**config.mk**
```make
export PLATFORM = sky130hd
export DESIGN_NAME = ppp_byte_unstuffer_flat
export DESIGN_NICKNAME = d
export VERILOG_FILES = /design/src/rtl/ppu_pkg.sv /design/src/rtl/ppu_in_if.sv /design/src/rtl/ppu_out_if.sv /design/src/rtl/ppu_cfg_if.sv /design/src/rtl/ppp_byte_unstuffer.sv /design/src/flat_wrapper.sv
export SDC_FILE = /design/constraint.sdc
export NUM_CORES = 1
export LEC_CHECK = 0
export BUFFER_PORTS_ARGS = -buffer_cell sky130_fd_sc_hd__buf_2
export CAP_MARGIN = 20
export CORE_ASPECT_RATIO = 0.8
export CORE_MARGIN = 4
export CORE_UTILIZATION = 30
export DETAILED_ROUTE_END_ITERATION = 12
export PLACE_DENSITY = 0.56
export SLEW_MARGIN = 15
export SYNTH_ARGS = -nofsm -noshare
export SYNTH_HDL_FRONTEND = slang
export SYNTH_SLANG_ARGS = --single-unit
```
**constraint.sdc**
```tcl
create_clock -name clk_i -period 4.05 [get_ports clk_i]
set_input_delay 0.81 -clock clk_i [delete_from_list [all_inputs] [get_ports clk_i]]
set_output_delay 0.81 -clock clk_i [all_outputs]
set_load 0.02 [all_outputs]
```
**src/rtl/ppu_pkg.sv**
```systemverilog
// Shared types and constants for the PPP byte unstuffer.
// Used by the channel interfaces and by ppp_byte_unstuffer. No dependencies.
package ppu_pkg;

  localparam int unsigned BYTE_W   = 8;
  localparam int unsigned LEN_W    = 9;
  localparam int unsigned STATUS_W = 3;

  localparam int unsigned MAX_MESSAGE_BYTES_DEF = 256;

  localparam logic [BYTE_W-1:0] FLAG_BYTE = 8'h7E;
  localparam logic [BYTE_W-1:0] ESC_BYTE  = 8'h7D;
  localparam logic [BYTE_W-1:0] ESC_XOR   = 8'h20;

  localparam logic KIND_DATA   = 1'b0;
  localparam logic KIND_STATUS = 1'b1;

  typedef enum logic [STATUS_W-1:0] {
    STATUS_OK         = 3'd0,
    STATUS_TOO_SHORT  = 3'd1,
    STATUS_NO_FLAG    = 3'd2,
    STATUS_TOO_LONG   = 3'd3,
    STATUS_LEN_MISMAT = 3'd4
  } status_e;

  typedef enum logic [1:0] {
    ST_AWAIT  = 2'd0,
    ST_BODY   = 2'd1,
    ST_IGNORE = 2'd2
  } stage_e;

  typedef struct packed {
    logic                kind;
    logic [BYTE_W-1:0]   data_byte;
    logic [BYTE_W-1:0]   byte_index;
    logic [STATUS_W-1:0] status;
    logic                last;
  } result_t;

endpackage

```
**src/rtl/ppu_in_if.sv**
```systemverilog
// Input channel of the PPP byte unstuffer: one raw byte per word.
// Depends on ppu_pkg for field widths.
interface ppu_in_if;
  import ppu_pkg::*;

  logic              valid;
  logic              ready;
  logic [BYTE_W-1:0] stuffed_byte;
  logic              frame_end;

  modport source (output valid, output stuffed_byte, output frame_end, input ready);
  modport sink   (input valid, input stuffed_byte, input frame_end, output ready);
endinterface

```
**src/rtl/ppu_out_if.sv**
```systemverilog
// Result channel of the PPP byte unstuffer: decoded data or frame status.
// Depends on ppu_pkg for field widths.
interface ppu_out_if;
  import ppu_pkg::*;

  logic                valid;
  logic                ready;
  logic                kind;
  logic [BYTE_W-1:0]   data_byte;
  logic [BYTE_W-1:0]   byte_index;
  logic [STATUS_W-1:0] status;
  logic                last;

  modport source (output valid, output kind, output data_byte, output byte_index,
                  output status, output last, input ready);
  modport sink   (input valid, input kind, input data_byte, input byte_index,
                  input status, input last, output ready);
endinterface

```
**src/rtl/ppu_cfg_if.sv**
```systemverilog
// Configuration write channel of the PPP byte unstuffer (expected length).
// Depends on ppu_pkg for the register width.
interface ppu_cfg_if;
  import ppu_pkg::*;

  logic             valid;
  logic             ready;
  logic [LEN_W-1:0] expected_length;

  modport source (output valid, output expected_length, input ready);
  modport sink   (input valid, input expected_length, output ready);
endinterface

```
**src/rtl/ppp_byte_unstuffer.sv**
```systemverilog
// PPP/HDLC byte unstuffer: flag and escape removal with frame status.
// Depends on ppu_pkg, ppu_in_if, ppu_out_if and ppu_cfg_if.
//
// Raw frame bytes enter one word per cycle; frame_end marks the last byte.
// Each decoded byte is queued as tentative data with its message index,
// and the final byte adds one status word; the consumer drops the frame's
// data unless that status is ok. Results are registered in a four-entry
// result queue that drains one word per cycle while out_o.ready is high.
// The input takes a word every cycle while at least two queue slots
// are free, so the sustained rate is one input word per cycle when each word
// makes at most one result; a closing word that carries both a data byte
// and a status pushes two queue words. The expected length register may be
// written at any time the block is idle and needs no clearing after reset.
module ppp_byte_unstuffer #(
  parameter int unsigned MaxMessageBytes = ppu_pkg::MAX_MESSAGE_BYTES_DEF
) (
  input  logic      clk_i,
  input  logic      rst_ni,
  ppu_cfg_if.sink   cfg_i,
  ppu_in_if.sink    in_i,
  ppu_out_if.source out_o
);
  import ppu_pkg::*;

  localparam int unsigned CNT_W   = $clog2(MaxMessageBytes + 1);
  localparam int unsigned CMP_W   = (CNT_W > LEN_W) ? CNT_W : LEN_W;
  localparam int unsigned QDEPTH  = 4;
  localparam int unsigned QPTR_W  = $clog2(QDEPTH);
  localparam int unsigned QCNT_W  = $clog2(QDEPTH + 1);

  // Frame state
  stage_e            stage_q, stage_d;
  logic              esc_q, esc_d;
  logic [CNT_W-1:0]  count_q, count_d;
  logic              flag_bad_q, flag_bad_d;
  logic              overflow_q, overflow_d;
  logic [LEN_W-1:0]  exp_len_q;

  // Result queue
  result_t           queue_q [QDEPTH];
  logic [QPTR_W-1:0] wr_ptr_q, rd_ptr_q;
  logic [QCNT_W-1:0] qcount_q;

  logic              in_fire, out_fire;
  logic [BYTE_W-1:0] in_byte;
  logic              fin;
  logic              is_flag, is_esc, is_full;
  logic [CMP_W-1:0]  cnt_ext, exp_ext, max_ext, cnt_next_ext;

  logic              data_v, stat_v;
  logic [BYTE_W-1:0] data_val;
  status_e           stat_code;
  result_t           res0, res1;
  logic [1:0]        push_n;

  assign in_byte = in_i.stuffed_byte;
  assign fin     = in_i.frame_end;
  assign is_flag = (in_byte == FLAG_BYTE);
  assign is_esc  = (in_byte == ESC_BYTE);

  assign cnt_ext = CMP_W'(count_q);
  assign exp_ext = CMP_W'(exp_len_q);
  assign max_ext = CMP_W'(MaxMessageBytes);
  assign is_full = (cnt_ext >= exp_ext) || (cnt_ext >= max_ext);

  assign cfg_i.ready = 1'b1;
  assign in_i.ready  = (qcount_q <= QCNT_W'(QDEPTH - 2));
  assign in_fire     = in_i.valid && in_i.ready;
  assign out_o.valid = (qcount_q != '0);
  assign out_fire    = out_o.valid && out_o.ready;

  // Next stage
  always_comb begin
    stage_d = stage_q;
    case (stage_q)
      ST_AWAIT: begin
        if (is_flag) begin
          stage_d = ST_BODY;
        end else begin
          stage_d = ST_IGNORE;
        end
      end
      ST_BODY: begin
        if (!esc_q && (is_flag || is_full)) begin
          stage_d = ST_IGNORE;
        end
      end
      ST_IGNORE: stage_d = ST_IGNORE;
      default:   stage_d = ST_AWAIT;
    endcase
    if (fin) begin
      stage_d = ST_AWAIT;
    end
  end

  // Decode, counters and results
  always_comb begin
    esc_d      = esc_q;
    count_d    = count_q;
    flag_bad_d = flag_bad_q;
    overflow_d = overflow_q;
    data_v     = 1'b0;
    data_val   = in_byte;
    stat_v     = 1'b0;
    stat_code  = STATUS_OK;

    case (stage_q)
      ST_AWAIT: begin
        if (!fin && !is_flag) begin
          flag_bad_d = 1'b1;
        end
      end
      ST_BODY: begin
        if (esc_q) begin
          esc_d    = 1'b0;
          data_v   = 1'b1;
          data_val = in_byte ^ ESC_XOR;
          count_d  = count_q + CNT_W'(1);
        end else if (is_flag) begin
          // Closing flag: the rest of the frame is ignored.
        end else if (is_full) begin
          overflow_d = 1'b1;
        end else if (is_esc) begin
          esc_d = 1'b1;
        end else begin
          data_v  = 1'b1;
          count_d = count_q + CNT_W'(1);
        end
      end
      ST_IGNORE: begin
      end
      default: begin
      end
    endcase

    cnt_next_ext = CMP_W'(count_d);

    if (fin) begin
      stat_v = 1'b1;
      if (stage_q == ST_AWAIT) begin
        stat_code = STATUS_TOO_SHORT;
      end else if (flag_bad_d || !is_flag) begin
        stat_code = STATUS_NO_FLAG;
      end else if (overflow_d) begin
        stat_code = STATUS_TOO_LONG;
      end else if (cnt_next_ext != exp_ext) begin
        stat_code = STATUS_LEN_MISMAT;
      end else begin
        stat_code = STATUS_OK;
      end
      esc_d      = 1'b0;
      count_d    = '0;
      flag_bad_d = 1'b0;
      overflow_d = 1'b0;
    end
  end

  always_comb begin
    result_t d_res, s_res;
    d_res.kind       = KIND_DATA;
    d_res.data_byte  = data_val;
    d_res.byte_index = cnt_ext[BYTE_W-1:0];
    d_res.status     = STATUS_OK;
    d_res.last       = !stat_v;
    s_res.kind       = KIND_STATUS;
    s_res.data_byte  = '0;
    s_res.byte_index = '0;
    s_res.status     = stat_code;
    s_res.last       = 1'b1;
    res0   = data_v ? d_res : s_res;
    res1   = s_res;
    push_n = in_fire ? ({1'b0, data_v} + {1'b0, stat_v}) : 2'd0;
  end

  always_ff @(posedge clk_i or negedge rst_ni) begin
    if (!rst_ni) begin
      stage_q    <= ST_AWAIT;
      esc_q      <= 1'b0;
      count_q    <= '0;
      flag_bad_q <= 1'b0;
      overflow_q <= 1'b0;
      exp_len_q  <= '0;
      wr_ptr_q   <= '0;
      rd_ptr_q   <= '0;
      qcount_q   <= '0;
    end else begin
      if (cfg_i.valid && cfg_i.ready) begin
        exp_len_q <= cfg_i.expected_length;
      end
      if (in_fire) begin
        stage_q    <= stage_d;
        esc_q      <= esc_d;
        count_q    <= count_d;
        flag_bad_q <= flag_bad_d;
        overflow_q <= overflow_d;
      end
      wr_ptr_q <= wr_ptr_q + QPTR_W'(push_n);
      if (out_fire) begin
        rd_ptr_q <= rd_ptr_q + QPTR_W'(1);
      end
      qcount_q <= qcount_q + QCNT_W'(push_n) - QCNT_W'(out_fire);
    end
  end

  // Queue payload, no reset needed.
  always_ff @(posedge clk_i) begin
    if (push_n != 2'd0) begin
      queue_q[wr_ptr_q] <= res0;
    end
    if (push_n == 2'd2) begin
      queue_q[wr_ptr_q + QPTR_W'(1)] <= res1;
    end
  end

  result_t head;
  assign head             = queue_q[rd_ptr_q];
  assign out_o.kind       = head.kind;
  assign out_o.data_byte  = head.data_byte;
  assign out_o.byte_index = head.byte_index;
  assign out_o.status     = head.status;
  assign out_o.last       = head.last;

  a_queue_bound: assert property (@(posedge clk_i) disable iff (!rst_ni)
    qcount_q <= QCNT_W'(QDEPTH))
    else $error("result queue holds more words than its depth");

  a_data_in_body: assert property (@(posedge clk_i) disable iff (!rst_ni)
    (in_fire && data_v) |-> (stage_q == ST_BODY))
    else $error("data produced outside the frame body");

  a_frame_cleared: assert property (@(posedge clk_i) disable iff (!rst_ni)
    (in_fire && fin) |=> (stage_q == ST_AWAIT && count_q == '0 && !esc_q
                          && !flag_bad_q && !overflow_q))
    else $error("frame state not cleared after the final byte");

  a_count_bound: assert property (@(posedge clk_i) disable iff (!rst_ni)
    CMP_W'(count_q) <= max_ext)
    else $error("decoded count beyond the message buffer");

  a_status_clean: assert property (@(posedge clk_i) disable iff (!rst_ni)
    (out_o.valid && out_o.kind == KIND_STATUS) |->
      (out_o.data_byte == '0 && out_o.byte_index == '0 && out_o.last))
    else $error("status word carries data fields or is not last");

endmodule
```
**src/flat_wrapper.sv**
```systemverilog
// flat-port wrapper written by rule: the top's interface ports become plain ports
module ppp_byte_unstuffer_flat import ppu_pkg::*;
#(
  parameter int unsigned MaxMessageBytes = ppu_pkg::MAX_MESSAGE_BYTES_DEF
)
  (clk_i, rst_ni, cfg_i_valid, cfg_i_expected_length, cfg_i_ready, in_i_valid, in_i_stuffed_byte, in_i_frame_end, in_i_ready, out_o_valid, out_o_kind, out_o_data_byte, out_o_byte_index, out_o_status, out_o_last, out_o_ready);
  ppu_cfg_if cfg_i_i ();
  ppu_in_if in_i_i ();
  ppu_out_if out_o_i ();
  input  logic clk_i;
  input  logic rst_ni;
  input wire logic [$bits(cfg_i_i.valid)-1:0] cfg_i_valid;
  input wire logic [$bits(cfg_i_i.expected_length)-1:0] cfg_i_expected_length;
  output wire logic [$bits(cfg_i_i.ready)-1:0] cfg_i_ready;
  input wire logic [$bits(in_i_i.valid)-1:0] in_i_valid;
  input wire logic [$bits(in_i_i.stuffed_byte)-1:0] in_i_stuffed_byte;
  input wire logic [$bits(in_i_i.frame_end)-1:0] in_i_frame_end;
  output wire logic [$bits(in_i_i.ready)-1:0] in_i_ready;
  output wire logic [$bits(out_o_i.valid)-1:0] out_o_valid;
  output wire logic [$bits(out_o_i.kind)-1:0] out_o_kind;
  output wire logic [$bits(out_o_i.data_byte)-1:0] out_o_data_byte;
  output wire logic [$bits(out_o_i.byte_index)-1:0] out_o_byte_index;
  output wire logic [$bits(out_o_i.status)-1:0] out_o_status;
  output wire logic [$bits(out_o_i.last)-1:0] out_o_last;
  input wire logic [$bits(out_o_i.ready)-1:0] out_o_ready;
  assign cfg_i_i.valid = cfg_i_valid;
  assign cfg_i_i.expected_length = cfg_i_expected_length;
  assign cfg_i_ready = cfg_i_i.ready;
  assign in_i_i.valid = in_i_valid;
  assign in_i_i.stuffed_byte = in_i_stuffed_byte;
  assign in_i_i.frame_end = in_i_frame_end;
  assign in_i_ready = in_i_i.ready;
  assign out_o_valid = out_o_i.valid;
  assign out_o_kind = out_o_i.kind;
  assign out_o_data_byte = out_o_i.data_byte;
  assign out_o_byte_index = out_o_i.byte_index;
  assign out_o_status = out_o_i.status;
  assign out_o_last = out_o_i.last;
  assign out_o_i.ready = out_o_ready;
  ppp_byte_unstuffer #(.MaxMessageBytes(MaxMessageBytes)) u_core (.clk_i(clk_i), .rst_ni(rst_ni), .cfg_i(cfg_i_i), .in_i(in_i_i), .out_o(out_o_i));
endmodule
```
==> results.ini <==
[sta]
fin_skew_ps=9.10
hold_viol=0
setup_viol=0
slew_headroom_pct=32.4
timing_worst_slew_pin_value_ps=1010
rsz0062_at_grt=false
fmax_mhz=281
finalSetupTns_ps=0
min_period_ps=3560
slew_violations=0
min_period_over_period_pct=87.9

[clocking]
postCtsHoldBufs=0
cts_tree=built
ctsLongestPathBuffers=2
cts_buffers=17
clk_pin_slew_worst_paths_ps=60
cts_resized=0
cts-htree-levels=4
cts_root_buffer=clkbuf_16
insertion_delay_ps=420
clock_sinks=114
cts_setup_buffers=0

[hold_path]
hold_path_depth=2
whs_endpoint=u_core.queue_q[2][20]
hp-start=u_core.queue_q[2][20]
hold_path.class=reg -> reg

[floorplan]
die_w_um=159
start_util_pct=31.1
dieArea_um2=20400
io_pins=47
rows=43
core_um2=17600
die_height_um=129

[synth]
ys_types=66
synth-simple-area-share_pct=11.2
synth_fa_ha_area_share_pct=4.49
synth.net_count=547
ys.flop_type=dfxtp_1
synth_edf_count=12
synth_area_um2=5460
synth_seq_cells=114
async_reset_ff_share_pct=26.3
synth_compound_area_share_pct=21.2
avgSynthCellArea_um2=10.8
synth_most_common_cell=dfxtp_1
yosysWarnings=0
yosysTopAreaCell=dfxtp_1
syn-instance-count=505
synth.top_cell.area_share_pct=26.4
ys_seq_area_share_pct=46.7
synth_commonest_cells=dfxtp_1 (72), a22o_1 (65), nand2_1 (34)
synth.area.top_cells=dfxtp_1 (26%), dfrtp_1 (14%), a22o_1 (10%), mux4_2 (8.7%), edfxtp_1 (6.6%)
synth_top_family_by_area=compound AO/OA/AOI/OAI gates
synthXorXnorAreaFrac_pct=2.57
muxShareOfSynthArea_pct=9.21

[routing]
drc=0
drt-wirelength-per-cell_um=18.2
via_count=4270
dr.pass1.iters=5
first_iter_violations=367
totalWireLength_um=14500
postRouteAntennaNets=0
vias_per_cell=5.36

[worst_setup_path]
worstRegToRegCells=13
path_class=reg -> reg
reg2reg_from=u_core.cnt_ext[2]
worstReg2RegEnd=u_core.queue_q[3][3]
rrSetupSlack_ps=490
worst_setup_path_end_kind=register
crit_start=u_core.cnt_ext[2]
arrival_ps=3810
crit_required_ps=4300
cp-start-kind=register
crit_path_max_fanout=12

[global_routing]
grt_start_max_net_pins=31
grt_pass1_vias=4310
antenna_found_initial=0
grt_use_total_pct=14.6
grt_pass1_wl_um=23800
overflow=0

[power]
p_total_uw=3860
intPower_uw=2630
p_per_area_nw_per_um2=582
clock_power_share_pct=41.0
switchingPower_uw=1230
power_frac_seq_pct=36.3
p_leak_uw=0.00278
p_sw_share_pct=31.8
ir_worst_vdd_uv=236
comb_power_share_pct=22.7

[finish]
layout-drive-gt1-share_pct=24.1
multiInputGateArea_um2=2660
fin_nets=601
num_antenna_cells=0
fillers=1704
fin_area_um2=6640
ff_latch_area_um2=2550
area_growth_pct=21.5

[placed_design]
dpl.hpwl_um=9940
place_congestion=0.867
place_area_um2=5970
portBuffers=45

[status]
outcome=finished, final reports clean

[flow_run]
cap_viol_max_count=0

## logic make-up (layout without fill, tap and decap cells)
group | count (synthesis) | in the layout
AO/OA/AOI/OAI | 154 | 154
XOR/XNOR | 16 | 16
adder cells (fa/ha/maj) | 19 | 19
buffers and inverters | 62 | 129
flip-flops | 114 | 114
multiplexers | 24 | 24
other | 1 | 1
AND/OR/NAND/NOR | 115 | 115
## through the flow
| stage | setup WS [ps] | utilization [%] | instances | hold WS [ps] |
|---|---|---|---|---|
| after floorplan | 584 | - | 505 | 431 |
| after global placement | 256 | 34.0 | 760 | 447 |
| after detailed placement | 173 | 34.0 | 760 | 456 |
| after CTS | 261 | 37.5 | 792 | 464 |
| after global routing | 119 | 37.7 | 797 | 485 |
| final | 490 | 37.7 | 797 | 464 |
## layout make-up
type	count	share of cell area, %
clock buffer	19	6.84
multi-input combinational	329	40.1
sequential	114	38.5
clock inverter	13	2.58
inverter	27	1.53
timing repair buffer	70	6.22
tap	225	4.24
## how the worst max path moves through the flow
stage / end / slack [ps] / cells after the start
final: u_core.queue_q[3][3] / 490 / 13
after global routing: u_core.queue_q[1][3] / 120 / 13
after CTS: u_core.queue_q[0][6] / 260 / 10
after detailed placement: u_core.queue_q[0][6] / 170 / 10
after global placement: u_core.queue_q[0][4] / 260 / 10
after floorplan: u_core.queue_q[2][1] / 580 / 11
## flip-flops by register name, summed over array words and instances (netlist names)
signal and flops:
u_core.rd_ptr_q 2, u_core.queue_q 84, u_core.stage_q 2, u_core.cnt_ext 9, u_core.qcount_q 3, u_core.exp_ext 9, u_core.esc_q 1, u_core.overflow_q 1
u_core.wr_ptr_q 2, u_core.flag_bad_q 1
## metal layers
metal / global-route usage [%] / share of wire, % / vias up
met5: 0 / 0 / -
met4: 4.08 / 0.93 / 0
met3: 3.49 / 5.0 / 13
met2: 22.9 / 44 / 122
met1: 20.4 / 50 / 2123
li1: - / - / 2012
## placed cells by master, fill, tap and decap left out, types with 3 or more instances in the layout
cell type  count
a31oi_1        5
buf_2         45
xnor2_1        5
inv_1         26
a211oi_1       3
nand2_1       34
bufinv_16      3
clkinv_4       4
edfxtp_1      12
nand4_1        3
nor3_2         3
nor2_1        23
ha_1          18
a31o_2         3
xor2_1        11
dfxtp_1       72
dfrtp_1       30
clkbuf_16     18
and3_1         5
mux2i_1        3
nor3b_1        3
a22o_1        65
o21ai_0       31
nand3_1        7
mux4_2        21
nand2b_1       6
and2_1         3
buf_4         25
o21ai_1        4
a21o_1         4
a21oi_1       15
nor3_1        13
## power groups by stage
stage	clock network (uW)	logic [uW]	registers, uW
detailed placement	0	887	1430
floorplan	0	683	1340
global placement	0	871	1420
global route	1660	974	1420
finish	1580	876	1400
CTS	1610	892	1400
## worst max-delay path, cell delays in order, from the launching register on
cell and delay [ps]:
dfrtp_1 540, ha_1 350, o21ai_0 70, o21ai_1 430, a2111oi_4 170, nor2_4 230, clkinv_1 120, ha_1 350
nand2b_1 230, a21oi_1 220, nand2_1 100, inv_1 170, o21ai_0 210, nor3_1 190
Note: power is estimated with default switching activity, not from simulation.
